===== src/rtl/core/brlcs_pkg.sv =====
`timescale 1ns / 1ps
`default_nettype none

package brlcs_pkg;

   localparam logic [2:0] KEY_UP    = 3'd0;
   localparam logic [2:0] KEY_DOWN  = 3'd1;
   localparam logic [2:0] KEY_RIGHT = 3'd2;
   localparam logic [2:0] KEY_LEFT  = 3'd3;
   localparam logic [2:0] KEY_OK    = 3'd4;
   localparam logic [2:0] KEY_BACK  = 3'd5;

   localparam logic [2:0] EV_PRESS  = 3'd0;
   localparam logic [2:0] EV_SHORT  = 3'd2;
   localparam logic [2:0] EV_LONG   = 3'd3;
   localparam logic [2:0] EV_REPEAT = 3'd4;

   localparam logic [1:0] CH_RED    = 2'd0;
   localparam logic [1:0] CH_GREEN  = 2'd1;
   localparam logic [1:0] CH_BLUE   = 2'd2;
   localparam logic [1:0] CH_UNUSED = 2'd3;

   localparam logic CSR_FINE_STEP = 1'b0;
   localparam logic CSR_FAST_STEP = 1'b1;

   localparam logic [7:0] FINE_STEP_RESET = 8'd1;
   localparam logic [7:0] FAST_STEP_RESET = 8'd5;

   typedef struct packed {
      logic [7:0] red;
      logic [7:0] green;
      logic [7:0] blue;
   } rgb_type;

   typedef struct packed {
      rgb_type    level;
      logic [1:0] chan;
      logic [3:0] preset;
      logic       led_on;
   } state_type;

   typedef struct packed {
      logic refresh_led;
      logic refresh_view;
      logic exit_request;
   } flags_type;

   localparam state_type STATE_RESET = '{
      level:  '{red: 8'd255, green: 8'd0, blue: 8'd0},
      chan:   CH_RED,
      preset: 4'd0,
      led_on: 1'b1
   };

   // Fixed preset colors; entries past the ninth are black.
   function automatic rgb_type preset_colour(input logic [3:0] idx);
      rgb_type c;
      unique case (idx)
         4'd0:    c = '{red: 8'd255, green: 8'd0,   blue: 8'd0};
         4'd1:    c = '{red: 8'd0,   green: 8'd255, blue: 8'd0};
         4'd2:    c = '{red: 8'd0,   green: 8'd0,   blue: 8'd255};
         4'd3:    c = '{red: 8'd255, green: 8'd255, blue: 8'd0};
         4'd4:    c = '{red: 8'd0,   green: 8'd255, blue: 8'd255};
         4'd5:    c = '{red: 8'd255, green: 8'd0,   blue: 8'd255};
         4'd6:    c = '{red: 8'd255, green: 8'd255, blue: 8'd255};
         4'd7:    c = '{red: 8'd255, green: 8'd80,  blue: 8'd0};
         4'd8:    c = '{red: 8'd128, green: 8'd0,   blue: 8'd255};
         default: c = '{red: 8'd0,   green: 8'd0,   blue: 8'd0};
      endcase
      return c;
   endfunction

endpackage

`default_nettype wire


===== src/rtl/core/brlcs_ifs.sv =====
`timescale 1ns / 1ps
`default_nettype none

interface brlcs_req_if;
   logic       valid;
   logic       ready;
   logic [2:0] key_code;
   logic [2:0] event_kind;

   modport source (output valid, output key_code, output event_kind, input ready);
   modport sink   (input valid, input key_code, input event_kind, output ready);
endinterface

interface brlcs_rsp_if;
   logic       valid;
   logic       ready;
   logic [7:0] drive_red;
   logic [7:0] drive_green;
   logic [7:0] drive_blue;
   logic [1:0] channel_now;
   logic [3:0] preset_now;
   logic       enabled_now;
   logic       refresh_led;
   logic       refresh_view;
   logic       exit_request;

   modport source (
      output valid, output drive_red, output drive_green, output drive_blue,
      output channel_now, output preset_now, output enabled_now,
      output refresh_led, output refresh_view, output exit_request,
      input ready
   );
   modport sink (
      input valid, input drive_red, input drive_green, input drive_blue,
      input channel_now, input preset_now, input enabled_now,
      input refresh_led, input refresh_view, input exit_request,
      output ready
   );
endinterface

`default_nettype wire


===== src/rtl/core/brlcs_eval.sv =====
`timescale 1ns / 1ps
`default_nettype none

module brlcs_eval
   import brlcs_pkg::*;
#(
   parameter int unsigned NUM_PRESETS = 9
) (
   input  logic [2:0] key_code,
   input  logic [2:0] event_kind,
   input  logic [7:0] fine_step,
   input  logic [7:0] fast_step,
   input  state_type  cur,
   output state_type  nxt,
   output flags_type  flags
);

   localparam logic [3:0] CUSTOM_IDX = 4'(NUM_PRESETS);
   localparam logic [3:0] LAST_IDX   = 4'(NUM_PRESETS - 1);

   logic       press;
   logic [7:0] step;
   logic [7:0] old_level;
   logic [7:0] new_level;
   logic [8:0] sum;
   logic       changed;
   logic [3:0] next_idx;
   rgb_type    colour;

   always_comb begin
      press = (event_kind == EV_PRESS);
      step  = press ? fine_step : fast_step;

      case (cur.chan)
         CH_GREEN: old_level = cur.level.green;
         CH_BLUE:  old_level = cur.level.blue;
         default:  old_level = cur.level.red;
      endcase

      sum = {1'b0, old_level} + {1'b0, step};
      if (key_code == KEY_UP) begin
         new_level = sum[8] ? 8'hFF : sum[7:0];
      end else begin
         new_level = (old_level < step) ? 8'd0 : old_level - step;
      end
      changed = (new_level != old_level);

      // From custom, or from the last table entry, the next preset is the first one.
      if (cur.preset >= LAST_IDX) begin
         next_idx = 4'd0;
      end else begin
         next_idx = cur.preset + 4'd1;
      end
      colour = preset_colour(next_idx);
   end

   always_comb begin
      nxt   = cur;
      flags = '0;
      if (event_kind == EV_PRESS || event_kind == EV_REPEAT) begin
         case (key_code) inside
            KEY_LEFT: begin
               if (press) begin
                  nxt.chan = (cur.chan == CH_RED) ? CH_BLUE : cur.chan - 2'd1;
                  flags.refresh_view = 1'b1;
               end
            end
            KEY_RIGHT: begin
               if (press) begin
                  nxt.chan = (cur.chan == CH_BLUE || cur.chan == CH_UNUSED) ?
                             CH_RED : cur.chan + 2'd1;
                  flags.refresh_view = 1'b1;
               end
            end
            KEY_UP, KEY_DOWN: begin
               if (changed) begin
                  case (cur.chan)
                     CH_GREEN: nxt.level.green = new_level;
                     CH_BLUE:  nxt.level.blue  = new_level;
                     default:  nxt.level.red   = new_level;
                  endcase
                  nxt.preset         = CUSTOM_IDX;
                  flags.refresh_led  = 1'b1;
                  flags.refresh_view = 1'b1;
               end
            end
            KEY_BACK: begin
               flags.exit_request = press;
            end
            default: begin
            end
         endcase
      end else if (event_kind == EV_SHORT && key_code == KEY_OK) begin
         nxt.preset         = next_idx;
         nxt.level          = colour;
         nxt.led_on         = 1'b1;
         flags.refresh_led  = 1'b1;
         flags.refresh_view = 1'b1;
      end else if (event_kind == EV_LONG && key_code == KEY_OK) begin
         nxt.led_on         = ~cur.led_on;
         flags.refresh_led  = 1'b1;
         flags.refresh_view = 1'b1;
      end
   end

endmodule

`default_nettype wire


===== src/rtl/core/button_rgb_led_color_setter_core.sv =====
// Each result passes the input register, then the result register, and is held there
// while the result side stalls. Throughput: one key event per cycle unless the result
// side stalls, limited by the state update loop.
// Reset (synchronous, active high) empties both stages, restores red at full level,
// channel red, preset 0, LED enabled, fine step 1 and fast step 5.
`timescale 1ns / 1ps
`default_nettype none

module button_rgb_led_color_setter_core
   import brlcs_pkg::*;
#(
   parameter int unsigned NUM_PRESETS = 9
) (
   input  logic        clock,
   input  logic        reset,
   brlcs_req_if.sink   req_ch,
   brlcs_rsp_if.source rsp_ch,
   input  logic        csr_wr_en,
   input  logic        csr_index,
   input  logic [7:0]  csr_wdata
);

   logic       s1_valid_ff, s1_valid_in;
   logic [2:0] s1_key_ff, s1_kind_ff;
   logic       out_valid_ff, out_valid_in;
   logic [7:0] fine_step_ff, fast_step_ff;
   state_type  state_ff, state_nxt;
   flags_type  flags;
   state_type  res_state_ff;
   flags_type  res_flags_ff;
   logic       advance;
   logic       take_in;

   brlcs_eval #(.NUM_PRESETS(NUM_PRESETS)) u_eval (
      .key_code   (s1_key_ff),
      .event_kind (s1_kind_ff),
      .fine_step  (fine_step_ff),
      .fast_step  (fast_step_ff),
      .cur        (state_ff),
      .nxt        (state_nxt),
      .flags      (flags)
   );

   // The evaluated item moves into the result register when it is empty or being drained.
   always_comb begin
      advance      = s1_valid_ff && (!out_valid_ff || rsp_ch.ready);
      req_ch.ready = !s1_valid_ff || advance;
      take_in      = req_ch.valid && req_ch.ready;
      s1_valid_in  = take_in || (s1_valid_ff && !advance);
      out_valid_in = advance || (out_valid_ff && !rsp_ch.ready);
   end

   always_ff @(posedge clock) begin
      if (reset) begin
         s1_valid_ff  <= 1'b0;
         out_valid_ff <= 1'b0;
         state_ff     <= STATE_RESET;
         fine_step_ff <= FINE_STEP_RESET;
         fast_step_ff <= FAST_STEP_RESET;
      end else begin
         s1_valid_ff  <= s1_valid_in;
         out_valid_ff <= out_valid_in;
         if (advance) begin
            state_ff <= state_nxt;
         end
         if (csr_wr_en) begin
            unique case (csr_index)
               CSR_FINE_STEP: fine_step_ff <= csr_wdata;
               CSR_FAST_STEP: fast_step_ff <= csr_wdata;
               default: begin
               end
            endcase
         end
      end
   end

   always_ff @(posedge clock) begin
      if (take_in) begin
         s1_key_ff  <= req_ch.key_code;
         s1_kind_ff <= req_ch.event_kind;
      end
      if (advance) begin
         res_state_ff <= state_nxt;
         res_flags_ff <= flags;
      end
   end

   always_comb begin
      rsp_ch.valid        = out_valid_ff;
      rsp_ch.drive_red    = res_state_ff.led_on ? res_state_ff.level.red   : 8'd0;
      rsp_ch.drive_green  = res_state_ff.led_on ? res_state_ff.level.green : 8'd0;
      rsp_ch.drive_blue   = res_state_ff.led_on ? res_state_ff.level.blue  : 8'd0;
      rsp_ch.channel_now  = res_state_ff.chan;
      rsp_ch.preset_now   = res_state_ff.preset;
      rsp_ch.enabled_now  = res_state_ff.led_on;
      rsp_ch.refresh_led  = res_flags_ff.refresh_led;
      rsp_ch.refresh_view = res_flags_ff.refresh_view;
      rsp_ch.exit_request = res_flags_ff.exit_request;
   end

endmodule

`default_nettype wire


===== src/flat_wrapper.sv =====
// flat-port wrapper written by rule: the top's interface ports become plain ports
module button_rgb_led_color_setter_core_flat import brlcs_pkg::*;
#(
   parameter int unsigned NUM_PRESETS = 9
)
  (clock, reset, csr_wr_en, csr_index, csr_wdata, req_ch_valid, req_ch_key_code, req_ch_event_kind, req_ch_ready, rsp_ch_valid, rsp_ch_drive_red, rsp_ch_drive_green, rsp_ch_drive_blue, rsp_ch_channel_now, rsp_ch_preset_now, rsp_ch_enabled_now, rsp_ch_refresh_led, rsp_ch_refresh_view, rsp_ch_exit_request, rsp_ch_ready);
  brlcs_req_if req_ch_i ();
  brlcs_rsp_if rsp_ch_i ();
  input  logic clock;
  input  logic reset;
  input  logic csr_wr_en;
  input  logic csr_index;
  input  logic [7:0] csr_wdata;
  input wire logic [$bits(req_ch_i.valid)-1:0] req_ch_valid;
  input wire logic [$bits(req_ch_i.key_code)-1:0] req_ch_key_code;
  input wire logic [$bits(req_ch_i.event_kind)-1:0] req_ch_event_kind;
  output wire logic [$bits(req_ch_i.ready)-1:0] req_ch_ready;
  output wire logic [$bits(rsp_ch_i.valid)-1:0] rsp_ch_valid;
  output wire logic [$bits(rsp_ch_i.drive_red)-1:0] rsp_ch_drive_red;
  output wire logic [$bits(rsp_ch_i.drive_green)-1:0] rsp_ch_drive_green;
  output wire logic [$bits(rsp_ch_i.drive_blue)-1:0] rsp_ch_drive_blue;
  output wire logic [$bits(rsp_ch_i.channel_now)-1:0] rsp_ch_channel_now;
  output wire logic [$bits(rsp_ch_i.preset_now)-1:0] rsp_ch_preset_now;
  output wire logic [$bits(rsp_ch_i.enabled_now)-1:0] rsp_ch_enabled_now;
  output wire logic [$bits(rsp_ch_i.refresh_led)-1:0] rsp_ch_refresh_led;
  output wire logic [$bits(rsp_ch_i.refresh_view)-1:0] rsp_ch_refresh_view;
  output wire logic [$bits(rsp_ch_i.exit_request)-1:0] rsp_ch_exit_request;
  input wire logic [$bits(rsp_ch_i.ready)-1:0] rsp_ch_ready;
  assign req_ch_i.valid = req_ch_valid;
  assign req_ch_i.key_code = req_ch_key_code;
  assign req_ch_i.event_kind = req_ch_event_kind;
  assign req_ch_ready = req_ch_i.ready;
  assign rsp_ch_valid = rsp_ch_i.valid;
  assign rsp_ch_drive_red = rsp_ch_i.drive_red;
  assign rsp_ch_drive_green = rsp_ch_i.drive_green;
  assign rsp_ch_drive_blue = rsp_ch_i.drive_blue;
  assign rsp_ch_channel_now = rsp_ch_i.channel_now;
  assign rsp_ch_preset_now = rsp_ch_i.preset_now;
  assign rsp_ch_enabled_now = rsp_ch_i.enabled_now;
  assign rsp_ch_refresh_led = rsp_ch_i.refresh_led;
  assign rsp_ch_refresh_view = rsp_ch_i.refresh_view;
  assign rsp_ch_exit_request = rsp_ch_i.exit_request;
  assign rsp_ch_i.ready = rsp_ch_ready;
  button_rgb_led_color_setter_core #(.NUM_PRESETS(NUM_PRESETS)) u_core (.clock(clock), .reset(reset), .req_ch(req_ch_i), .rsp_ch(rsp_ch_i), .csr_wr_en(csr_wr_en), .csr_index(csr_index), .csr_wdata(csr_wdata));
endmodule

===== config.mk =====
export PLATFORM = sky130hd
export DESIGN_NAME = button_rgb_led_color_setter_core_flat
export DESIGN_NICKNAME = d
export VERILOG_FILES = /design/src/rtl/core/brlcs_pkg.sv /design/src/rtl/core/brlcs_ifs.sv /design/src/rtl/core/brlcs_eval.sv /design/src/rtl/core/button_rgb_led_color_setter_core.sv /design/src/flat_wrapper.sv
export SDC_FILE = /design/constraint.sdc
export NUM_CORES = 1
export LEC_CHECK = 0
export CORE_MARGIN = 8
export CORE_UTILIZATION = 50
export CTS_CLUSTER_SIZE = 25
export DETAILED_ROUTE_END_ITERATION = 8
export DONT_BUFFER_PORTS = 1
export SYNTH_ARGS = -nofsm -noshare
export SYNTH_HDL_FRONTEND = slang
export SYNTH_SLANG_ARGS = --single-unit
export TNS_END_PERCENT = 50

===== constraint.sdc =====
create_clock -name clock -period 10.34 [get_ports clock]
set_input_delay 1.034 -clock clock [delete_from_list [all_inputs] [get_ports clock]]
set_output_delay 1.034 -clock clock [all_outputs]
set_load 0.02 [all_outputs]

==> summary.txt, run 1 <==
Critical Path RT - 10,540 ps
Flops & latches, synth - 89
Seq/Total Area, Yosys - 37.3%
CTS tree - built
Period utilisation layout - 57.5%
Largest net degree at the start of global routing - 47
Leakage - 2.22 nW
Internal - 0.000642 W
Vias - 4,886
Overall global routing resource usage - 21.0%
Mapped cell area - 5850 um^2
WL final - 15,800 um
Share of layout cells above drive strength 1 - 13.8%
CP max FO - 28
Die width - 124 um
Iteration-0 DRC Markers - 420
Multi-input logic area - 3300 um^2
Worst-Margin Slew - 1040 ps
Ant diodes - 0
CTS Buffer Depth - 2
I/O pin total - 56
Placed cell area - 5830 um^2
Slew Limit Fails - 0
Synth top area share - 20.5%
Share of total power in sequential cells - 42.1%
Routability-driven placement congestion ratio - 0.958
Num rows - 39
Post-DP HPWL - 12,000 um
Register area - 2180 um^2
Post-synth EDFFs - 40
Startpoint Class - register
Power per cell area - 152 nW/um^2
Filler cells - 1,043
Clock transition at path regs - 60 ps
CP endpoint kind - register
RSZ-0062 raised after global routing - false
Initial antenna violation count - 0
Layout area overhead - 4.43%
Sw frac - 30.9%
First-pass GRT wire length - 24,900 um
Top FF cell, synth - dfxtp_1
Port Buf Inserts - 0
Worst hold path class - reg2reg
Critical path arrival - 6150 ps
Fmax - 0.168 GHz
Finished Cell Area - 6110 um^2
Die area - 15,400 um^2
Syn_nets - 693
Netlist cell types - 80
P_sw - 0.000287 W
Most area-consuming cells after synthesis - edfxtp_1 (21%), dfxtp_1 (17%), ha_1 (5.8%)
Hold Fails Final Rpt - 0
Number of global-route vias before repair - 4,548
Status - finished clean
H-tree levels - 3
Final net count - 667
Post-DR wirelength/cell - 20.6 um
Cell taking the most area after synthesis - edfxtp_1
Root buf cell - clkbuf_16
WS Path Type - reg2reg
Setup bufs post-CTS - 0
Starting Density - 51.2%
Max IR drop VDD - 0.117 mV
Cells after synthesis - 646
Clock power frac - 34.0%
Setup TNS - 0 ps
Slew HR - 31.0%
Clk Latency, worst-skew pair - 340 ps
Max-cap viol count - 0
Hold-fix buffers at CTS - 0
Final setup viols - 0
# DRC - 0
DRT Pass-1 Iters - 6
Syn_area_per_cell - 9.05 um^2
CORE AREA - 11,400 um^2
Worst clock skew - 6.43 ps
Final min period - 5950 ps
Post_cts resized - 0
GRT overflow - 0
Combinational share of power - 23.9%
Via density - 6.36
CTS buffer count - 9
Die height - 124 um
Synth Warn # - 0
Ys async rst share - 0%
Remaining antenna violation count - 0
Clock sink count - 89
-- logic make-up after synthesis --
kind of cell	count (synthesis)	synth area share, %
multiplexers	10	1.82
flip-flops	89	37.3
adder cells (fa/ha/maj)	27	5.78
AO/OA/AOI/OAI	208	27.9
buffers and inverters	77	6.29
AND/OR/NAND/NOR	228	19.9
XOR/XNOR	7	1.05
-- registers in the layout, summed over array words and instances, names as in the netlist --
register	count
u_core.state_ff	31
u_core.res_state_ff	24
u_core.fast_step_ff	8
u_core.fine_step_ff	8
u_core.rsp_ch.preset_now	4
u_core.s1_key_ff	3
u_core.s1_kind_ff	3
u_core.rsp_ch.channel_now	2
u_core.rsp_ch.enabled_now	1
u_core.rsp_ch.exit_request	1
u_core.rsp_ch.refresh_led	1
u_core.rsp_ch.refresh_view	1
u_core.rsp_ch.valid	1
u_core.s1_valid_ff	1
-- placed cells by master, fill, tap and decap left out, types with 12 or more instances in the layout --
| master | netlist | final |
|---|---|---|
| nand3_1 | 15 | 15 |
| nand2_1 | 80 | 80 |
| dfxtp_1 | 49 | 49 |
| nor3_1 | 13 | 13 |
| inv_1 | 36 | 36 |
| nor2_1 | 36 | 36 |
| o221a_2 | 19 | 19 |
| and2_1 | 27 | 27 |
| o21ai_0 | 34 | 34 |
| edfxtp_1 | 40 | 40 |
| a22oi_1 | 12 | 12 |
| a21oi_1 | 39 | 39 |
| ha_1 | 27 | 27 |
-- synthesized netlist by cell type (4+ instances only) --
| cell type | count |
|---|---|
| a2bb2oi_1 | 8 |
| dfxtp_1 | 49 |
| o221a_2 | 19 |
| nor3_1 | 13 |
| o21ba_2 | 6 |
| edfxtp_1 | 40 |
| o31ai_1 | 10 |
| o21ai_0 | 34 |
| or2_2 | 6 |
| and3_1 | 8 |
| xnor2_1 | 5 |
| o21a_1 | 8 |
| a31oi_1 | 9 |
| buf_2 | 6 |
| mux2_2 | 5 |
| mux2i_1 | 5 |
| a21oi_1 | 39 |
| nor4_1 | 4 |
| nand2b_1 | 10 |
| a22oi_1 | 12 |
| a211oi_1 | 4 |
| nand3_1 | 15 |
| buf_4 | 10 |
| nor2_1 | 36 |
| and2_1 | 27 |
| inv_1 | 36 |
| clkbuf_1 | 20 |
| nand2_1 | 80 |
| a221oi_1 | 8 |
| ha_1 | 27 |
| o211ai_1 | 5 |
| a21o_1 | 4 |
| nor2b_1 | 10 |
-- power by group through the flow --
stage | sequential (W) | combinational [W] | clock [W]
6_report | 0.000391 | 0.000222 | 0.000316
5_1_grt | 0.000392 | 0.000241 | 0.000339
4_1_cts | 0.000391 | 0.000219 | 0.000322
3_5_place_dp | 0.000399 | 0.000217 | 0
3_3_place_gp | 0.000398 | 0.000216 | 0
2_1_floorplan | 0.000393 | 0.000172 | 0
-- metal layers --
| layer | part of all wire (%) | GRT usage, % | up-vias |
|---|---|---|---|
| met5 | 0 | 0 | - |
| met3 | 7.1 | 4.03 | 27 |
| met1 | 43 | 27.2 | 2334 |
| met4 | 2.3 | 9.07 | 0 |
| met2 | 48 | 33.5 | 197 |
| li1 | - | - | 2328 |
-- metrics by stage --
stage / power, W / setup slack [ps] / hold slack (ps) / cells / utilization [%]
detailed placement: 0.000616 / 4560 / 444 / 752 / 51.0
global placement: 0.000615 / 4640 / 433 / 752 / 51.0
floorplan: 0.000565 / 5910 / 433 / 646 / -
finish: 0.000929 / 4390 / 449 / 768 / 53.5
global route: 0.000973 / 3870 / 467 / 768 / 53.5
CTS: 0.000932 / 4500 / 451 / 768 / 53.5
-- path summary, 6_finish.rpt --
path	startpoint	end	slack [ps]	cells after the start
max	u_core.state_ff[6]$_SDFFE_PP0P_	u_core.state_ff[14]$_SDFFE_PP0P_	4390	19
min	u_core.fast_step_ff[6]$_SDFFE_PP0P_	u_core.fast_step_ff[6]$_SDFFE_PP0P_	450	2
max reg2reg	u_core.state_ff[6]$_SDFFE_PP0P_	u_core.state_ff[14]$_SDFFE_PP0P_	4390	19
min reg2reg	u_core.fast_step_ff[6]$_SDFFE_PP0P_	u_core.fast_step_ff[6]$_SDFFE_PP0P_	450	2
-- worst max-delay path, cell delays in order, from the launching register on --
cell and delay, ps:
dfxtp_1 370, inv_1 120, ha_1 780, nor2_1 190
a21oi_1 840, nor2_1 110, nor2_1 170, inv_1 60
ha_1 210, inv_1 90, o21ai_0 80, a21oi_1 470
a2111oi_0 200, nor3_1 530, nand3_1 170, a211oi_2 340
o2111ai_4 250, nand3_2 290, o21a_1 390, a221oi_1 130
-- area by class of cell --
class / instances / area share (%)
timing repair buffer: 4 / 0.492
clock inverter: 3 / 0.696
sequential: 89 / 35.7
inverter: 36 / 2.21
tap: 143 / 2.93
clock buffer: 13 / 3.93
multi-input combinational: 480 / 54.0
No activity file was read; power rests on OpenSTA's default activity.
==> inputs of run 2 (changes only) <==
--- a/config.mk
+++ b/config.mk
@@ -5,6 +5,7 @@
 export SDC_FILE = /design/constraint.sdc
 export NUM_CORES = 1
 export LEC_CHECK = 0
+export ABC_AREA = 1
 export CORE_MARGIN = 8
 export CORE_UTILIZATION = 50
 export CTS_CLUSTER_SIZE = 25
==> constraint.sdc (replaced) <==
create_clock -name clock -period 6.2 [get_ports clock]
set_input_delay 0.62 -clock clock [delete_from_list [all_inputs] [get_ports clock]]
set_output_delay 0.62 -clock clock [all_outputs]
set_load 0.02 [all_outputs]
==> run 2 against run 1 <==
Against the previous run: sequential power up 75%; fmax up 13%; die area up 1.6%; core utilization down 0.60 points; combinational power rose to 2.6 times the previous value; sequential cell count unchanged; synthesized cell count up 35%; clock-buffer cell count down 2; register-to-register slack worse by 3500 ps; power up 94%; global-route usage down 0.61 points; critical path type unchanged; largest cell class unchanged.
==> summary.txt, run 2 <==
Root buf cell - clkbuf_16
Syn_nets - 916 (+32%)
Synth Warn # - 0 (unchanged)
Post-DP HPWL - 12,000 um (about the same)
Layout area overhead - 4.85%
Critical path arrival - 5340 ps (-810 ps)
Power per cell area - 289 nW/um^2 (+90%)
Final setup viols - 0 (unchanged)
Via density - 5.52 (-13%)
Top flop regs - u_core.state_ff (31), u_core.res_state_ff (24)
CP max stage cell - ha_1
Port Buf Inserts - 0 (unchanged)
Remaining antenna violation count - 0 (unchanged)
CP endpoint kind - register
Worst clock skew - 10.2 ps (+3.72 ps)
Number of flip-flops in the largest register - 31 (unchanged)
Startpoint Class - register
Cell taking the most area after synthesis - edfxtp_1
Routability-driven placement congestion ratio - 0.919 (-4.1%)
Buf/Inv on CP - 5 (+2)
Top delay family on crit path - simple AND/OR/NAND/NOR gates
Top FF cell, synth - dfxtp_1
WL final - 16,200 um (+2.3%)
Mapped cell area - 5960 um^2 (+1.9%)
Most common cell after layout, fill and taps aside - nand2_1
Num rows - 40 (+2.6%)
Overall global routing resource usage - 20.4% (-0.61 points)
Worst path most repeated cell - nand2_1
Filler cells - 1,198 (+15%)
Share of layout cells above drive strength 1 - 4.74% (-9.0 points)
Post-Layout Cell Count - 991 (+29%)
Register area - 2180 um^2 (unchanged)
Iteration-0 DRC Markers - 489 (+16%)
Inst Count DP - 975 (+30%)
Finished Cell Area - 6250 um^2 (+2.3%)
Hold-fix buffers at CTS - 0 (unchanged)
Ant diodes - 0 (unchanged)
Fmax - 0.190 GHz (+13%)
Most numerous cell in the Yosys netlist - nand2_1
Die area - 15,700 um^2 (+1.6%)
Starting Density - 50.4% (-0.78 points)
Netlist cell types - 40 (-50%)
Die height - 125 um (+0.81%)
Vias - 5,470 (+12%)
Worst hold path class - in2reg
WS Path Type - reg2reg
First-pass GRT wire length - 25,800 um (+3.6%)
DRT Pass-1 Iters - 8 (+2)
RSZ-0062 raised after global routing - false
Seq/Total Area, Yosys - 36.6% (-0.68 points)
Slew Limit Fails - 0 (unchanged)
Hold Fails Final Rpt - 0 (unchanged)
Leakage - 3.17 nW (+43%)
Final net count - 886 (+33%)
CP max FO - 21 (-25%)
Max-cap viol count - 0 (unchanged)
Most area-consuming cells after synthesis - edfxtp_1 (20%), dfxtp_1 (16%), nand2_1 (14%)
GRT overflow - 0 (unchanged)
Multi-input logic area - 3010 um^2 (-8.6%)
Initial antenna violation count - 0 (unchanged)
CTS tree - built
Ys async rst share - 0% (unchanged)
Cells after synthesis - 869 (+35%)
Largest net degree at the start of global routing - 62 (+32%)
Post_cts resized - 0 (unchanged)
Placed cell area - 5960 um^2 (+2.3%)
Status - finished clean
Flops & latches, synth - 89 (unchanged)
Critical path's largest stage delay - 510 ps (-330 ps)
CORE AREA - 11,800 um^2 (+3.4%)
H-tree levels - 3 (unchanged)
I/O pin total - 56 (unchanged)
Final min period - 5260 ps (-686 ps)
Largest register by flop count - u_core.state_ff
Critical Path RT - 6280 ps (-4260 ps)
CTS buffer count - 9 (unchanged)
CTS Buffer Depth - 2 (unchanged)
Clk Latency, worst-skew pair - 340 ps (about the same)
# DRC - 0 (unchanged)
Setup TNS - 0 ps (unchanged)
Number of global-route vias before repair - 5,027 (+11%)
Post-DR wirelength/cell - 16.3 um (-21%)
Commonest cells in the synthesized netlist - nand2_1 (226), inv_1 (144), o21ai_0 (82)
Most frequent cells in the layout - nand2_1 (226), inv_1 (144), o21ai_0 (82), nand3_1 (78), dfxtp_1 (49)
Slew HR - 25.2% (-5.8 points)
Clock transition at path regs - 70 ps (about the same)
Worst-Margin Slew - 1120 ps (+84.2 ps)
Post-synth EDFFs - 40 (unchanged)
Die width - 125 um (+0.81%)
Clock sink count - 89 (unchanged)
Max IR drop VDD - 0.157 mV (+35%)
Period utilisation layout - 84.8% (+27 points)
Syn_area_per_cell - 6.86 um^2 (-24%)
Synth top area share - 20.2% (-0.38 points)
Setup bufs post-CTS - 0 (unchanged)
[run 2: cell count changes after synthesis, moves of 12 or more]
cell / previous run / this run
and2_1: 27 / 0
inv_1: 36 / 144
a22oi_1: 12 / 0
o21ai_0: 34 / 82
nand2_1: 80 / 226
nand3_1: 15 / 78
nand4_1: 2 / 24
o221a_2: 19 / 0
[run 2: cells by family (layout without fill, tap and decap cells)]
group,after synthesis,count (layout),synth area share (%)
fa+ha+maj,27,27,5.67
flops,89,89,36.6
xor+xnor,3,3,0.441
compound gates,159,159,15.2
simple gates,400,400,29.3
buf+inv,191,166,12.8
[run 2: metal layers]
layer | wire [um] | part of all wire (%) | global-route usage, % | vias up
li1 | - | - | - | 2766
met1 | 7320 | 45 | 26.6 | 2481
met2 | 7270 | 45 | 32.3 | 198
met3 | 1250 | 7.7 | 4.63 | 25
met4 | 327 | 2.0 | 7.52 | 0
met5 | 0 | 0 | 0 | -
[run 2: layout make-up]
type,count,share of cell area [%]
clock buffers,11,3.73
clock inverters,5,0.901
well taps,147,2.94
repair buffers,4,0.481
inverters,146,8.77
flip-flops and latches,89,34.9
multi-input cells,589,48.2
[run 2: worst paths after layout]
kind | startpoint | end | slack [ps] | depth (start not counted)
max | u_core.state_ff[5]$_SDFFE_PP0P_ | u_core.res_state_ff[12]$_DFFE_PP_ | 940 | 25
min | reset | u_core.s1_valid_ff$_SDFF_PP0_ | 350 | 1
max reg2reg | u_core.state_ff[5]$_SDFFE_PP0P_ | u_core.res_state_ff[12]$_DFFE_PP_ | 940 | 25
min reg2reg | u_core.fine_step_ff[2]$_SDFFE_PP0P_ | u_core.fine_step_ff[2]$_SDFFE_PP0P_ | 460 | 2
[run 2: where the power goes]
group	switching, W	internal, W	total, W	leakage, nW
clock network	0.000235	0.000313	0.000548	0.142
registers	0.0000298	0.000656	0.000686	0.781
logic	0.000396	0.000175	0.000570	2.25
[run 2: stage by stage]
stage	util (%)	worst slack (ps)	power (W)	hold slack, ps
after floorplan	-	2430	0.00113	425
after global placement	50.4	1090	0.00126	435
after detailed placement	50.4	1030	0.00126	450
after CTS	52.9	1010	0.00181	331
after global routing	52.9	428	0.00191	328
final	52.9	941	0.00180	346
==> inputs of run 3 (changes only) <==
--- a/config.mk
+++ b/config.mk
@@ -11,6 +11,7 @@
 export CTS_CLUSTER_SIZE = 25
 export DETAILED_ROUTE_END_ITERATION = 8
 export DONT_BUFFER_PORTS = 1
+export PLACE_DENSITY = 0.68
 export SYNTH_ARGS = -nofsm -noshare
 export SYNTH_HDL_FRONTEND = slang
 export SYNTH_SLANG_ARGS = --single-unit
==> constraint.sdc (replaced) <==
create_clock -name clock -period 4.8 [get_ports clock]
set_input_delay 0.48 -clock clock [delete_from_list [all_inputs] [get_ports clock]]
set_output_delay 0.48 -clock clock [all_outputs]
set_load 0.02 [all_outputs]
==> run 3 against run 2 <==
Against the previous run: via count increased by 3.2%; sequential power increased by 29%; clock skew about the same; hold slack got worse by 160 ps; power increased by 36%; global-route usage about the same; design area increased by 2.3%; largest power group unchanged.
==> summary.txt, run 3 (synthesis results as in run 2) <==
Slew HR - 30.4% (+5.2 points)
Share of layout cells above drive strength 1 - 6.35% (+1.6 points)
CTS buffer count - 9 (unchanged)
Worst clock skew - 10.5 ps (+0.364 ps)
Fmax - 0.227 GHz (+19%)
CTS tree - built
Clock sink count - 89 (unchanged)
Die area - 15,700 um^2 (unchanged)
Critical Path RT - 4910 ps (-1370 ps)
Critical path's largest stage delay - 410 ps (-100 ps)
Worst path most repeated cell - inv_1
Final setup viols - 0 (unchanged)
Post-Layout Cell Count - 997 (+0.61%)
Setup TNS - 0 ps (unchanged)
Clock transition at path regs - 70 ps (about the same)
Root buf cell - clkbuf_16
CP endpoint kind - register
Period utilisation layout - 91.9% (+7.0 points)
Die width - 125 um (unchanged)
Post-DR wirelength/cell - 16.3 um (about the same)
DRT Pass-1 Iters - 8 (unchanged)
First-pass GRT wire length - 25,900 um (+0.51%)
CTS Buffer Depth - 2 (unchanged)
Critical path arrival - 4520 ps (-820 ps)
Iteration-0 DRC Markers - 638 (+30%)
H-tree levels - 3 (unchanged)
Number of global-route vias before repair - 5,117 (+1.8%)
Pwr Total - 0.00246 W (+36%)
CP max stage cell - dfxtp_1
# DRC - 0 (unchanged)
CP Cell Sequence - inv_1 > ha_1 > inv_1 > a221o_1 > o21ai_0 > inv_1 > ha_4 > inv_1 > o21ai_0 > inv_1 > o21a_1 > nand2_2 > a21boi_4 > nand3_1 > nand2_1 > nand2_1 > nand2_1 > nand2_1 > nor2_1 > nand3_4 > nand2_1 > nand3_1 > o21ai_0 > inv_1
Slew Limit Fails - 0 (unchanged)
Worst hold path class - in2reg
Final min period - 4410 ps (-850 ps)
Vias - 5,643 (+3.2%)
Top flop regs - u_core.state_ff (31), u_core.res_state_ff (24)
Largest register by flop count - u_core.state_ff
Max IR drop VDD - 0.323 mV (+110%)
CORE AREA - 11,800 um^2 (unchanged)
Die height - 125 um (unchanged)
Layout area overhead - 7.24%
Overall global routing resource usage - 20.4% (+0.029 points)
Starting Density - 50.4% (unchanged)
Ant diodes - 0 (unchanged)
CP max FO - 11 (-48%)
Most frequent cells in the layout - nand2_1 (226), inv_1 (144), o21ai_0 (82), nand3_1 (75), dfxtp_1 (49)
Leakage - 3.22 nW (+1.5%)
Num rows - 40 (unchanged)
Buf/Inv on CP - 6 (+1)
Remaining antenna violation count - 0 (unchanged)
Startpoint Class - register
Power per cell area - 385 nW/um^2 (+33%)
Inst Count DP - 980 (+0.51%)
Initial antenna violation count - 0 (unchanged)
Post-DP HPWL - 11,700 um (-2.0%)
Hold Fails Final Rpt - 0 (unchanged)
I/O pin total - 56 (unchanged)
Max-cap viol count - 0 (unchanged)
WL final - 16,300 um (+0.68%)
GRT overflow - 0 (unchanged)
Status - finished clean
Clk Latency, worst-skew pair - 360 ps (+20 ps)
Worst-Margin Slew - 1040 ps (-77.4 ps)
Port Buf Inserts - 0 (unchanged)
Most common cell after layout, fill and taps aside - nand2_1
Top delay family on crit path - simple AND/OR/NAND/NOR gates
WS Path Type - reg2reg
Largest net degree at the start of global routing - 50 (-19%)
Via density - 5.66 (+2.5%)
Number of flip-flops in the largest register - 31 (unchanged)
Final net count - 892 (+0.68%)
Routability-driven placement congestion ratio - 0.922 (+0.34%)
## run 3: changes by cell type in the layout (fill, tap and decap cells not counted), sizes merged
cell | before | now
bufinv | 1 | 3
clkbuf | 11 | 12
clkinv | 3 | 0
buf | 4 | 10
## run 3: repair_timing
item | CTS | global route
gates resized for setup | 0 | 10
hold buffers | 0 | 0
buffers inserted | 0 | 1
setup endpoints to repair | 0 | 41
## run 3: power breakdown
group / internal, W / leakage (nW) / switching, W
Sequential: 0.000848 / 0.781 / 0.0000391
Clock: 0.000513 / 0.163 / 0.000298
Combinational: 0.000244 / 2.27 / 0.000517
Total: 0.00160 / 3.22 / 0.000854
## run 3: final timing paths
kind                                                          start                                    end  slack, ps  depth (start not counted)
worst max-delay path                u_core.state_ff[5]$_SDFFE_PP0P_  u_core.rsp_ch.preset_now[0]$_DFFE_PP_        390                         24
worst min-delay path                                          reset          u_core.s1_valid_ff$_SDFF_PP0_        190                          1
worst max register to register      u_core.state_ff[5]$_SDFFE_PP0P_  u_core.rsp_ch.preset_now[0]$_DFFE_PP_        390                         24
worst min register to register  u_core.fine_step_ff[4]$_SDFFE_PP0P_    u_core.fine_step_ff[4]$_SDFFE_PP0P_        450                          2
## run 3: through the flow
step	setup WS (ps)	utilization (%)	cell area (um^2)	hold WS (ps)
6_report	391	54.1	6390	190
5_1_grt	-25.4	54.1	6390	180
4_1_cts	219	53.6	6330	184
3_5_place_dp	237	50.8	6000	444
3_3_place_gp	287	50.8	6000	435
2_1_floorplan	1030	-	5960	425
## run 3: cell type report
class	instances	area, um^2
Clock buffer	12	236
Multi-Input combinational cell	589	3060
Clock inverter	4	101
Tap cell	147	184
Sequential cell	89	2180
Fill cell	1107	5420
Timing Repair Buffer	10	75.1
Inverter	146	548
## run 3: routing by layer
layer | global-route usage [%] | routed length (um) | part of all wire, %
met1 | 26.2 | 7190 | 44
met2 | 31.5 | 7310 | 45
met3 | 6.42 | 1390 | 8.6
met4 | 7.66 | 383 | 2.4
met5 | 0 | 0 | 0
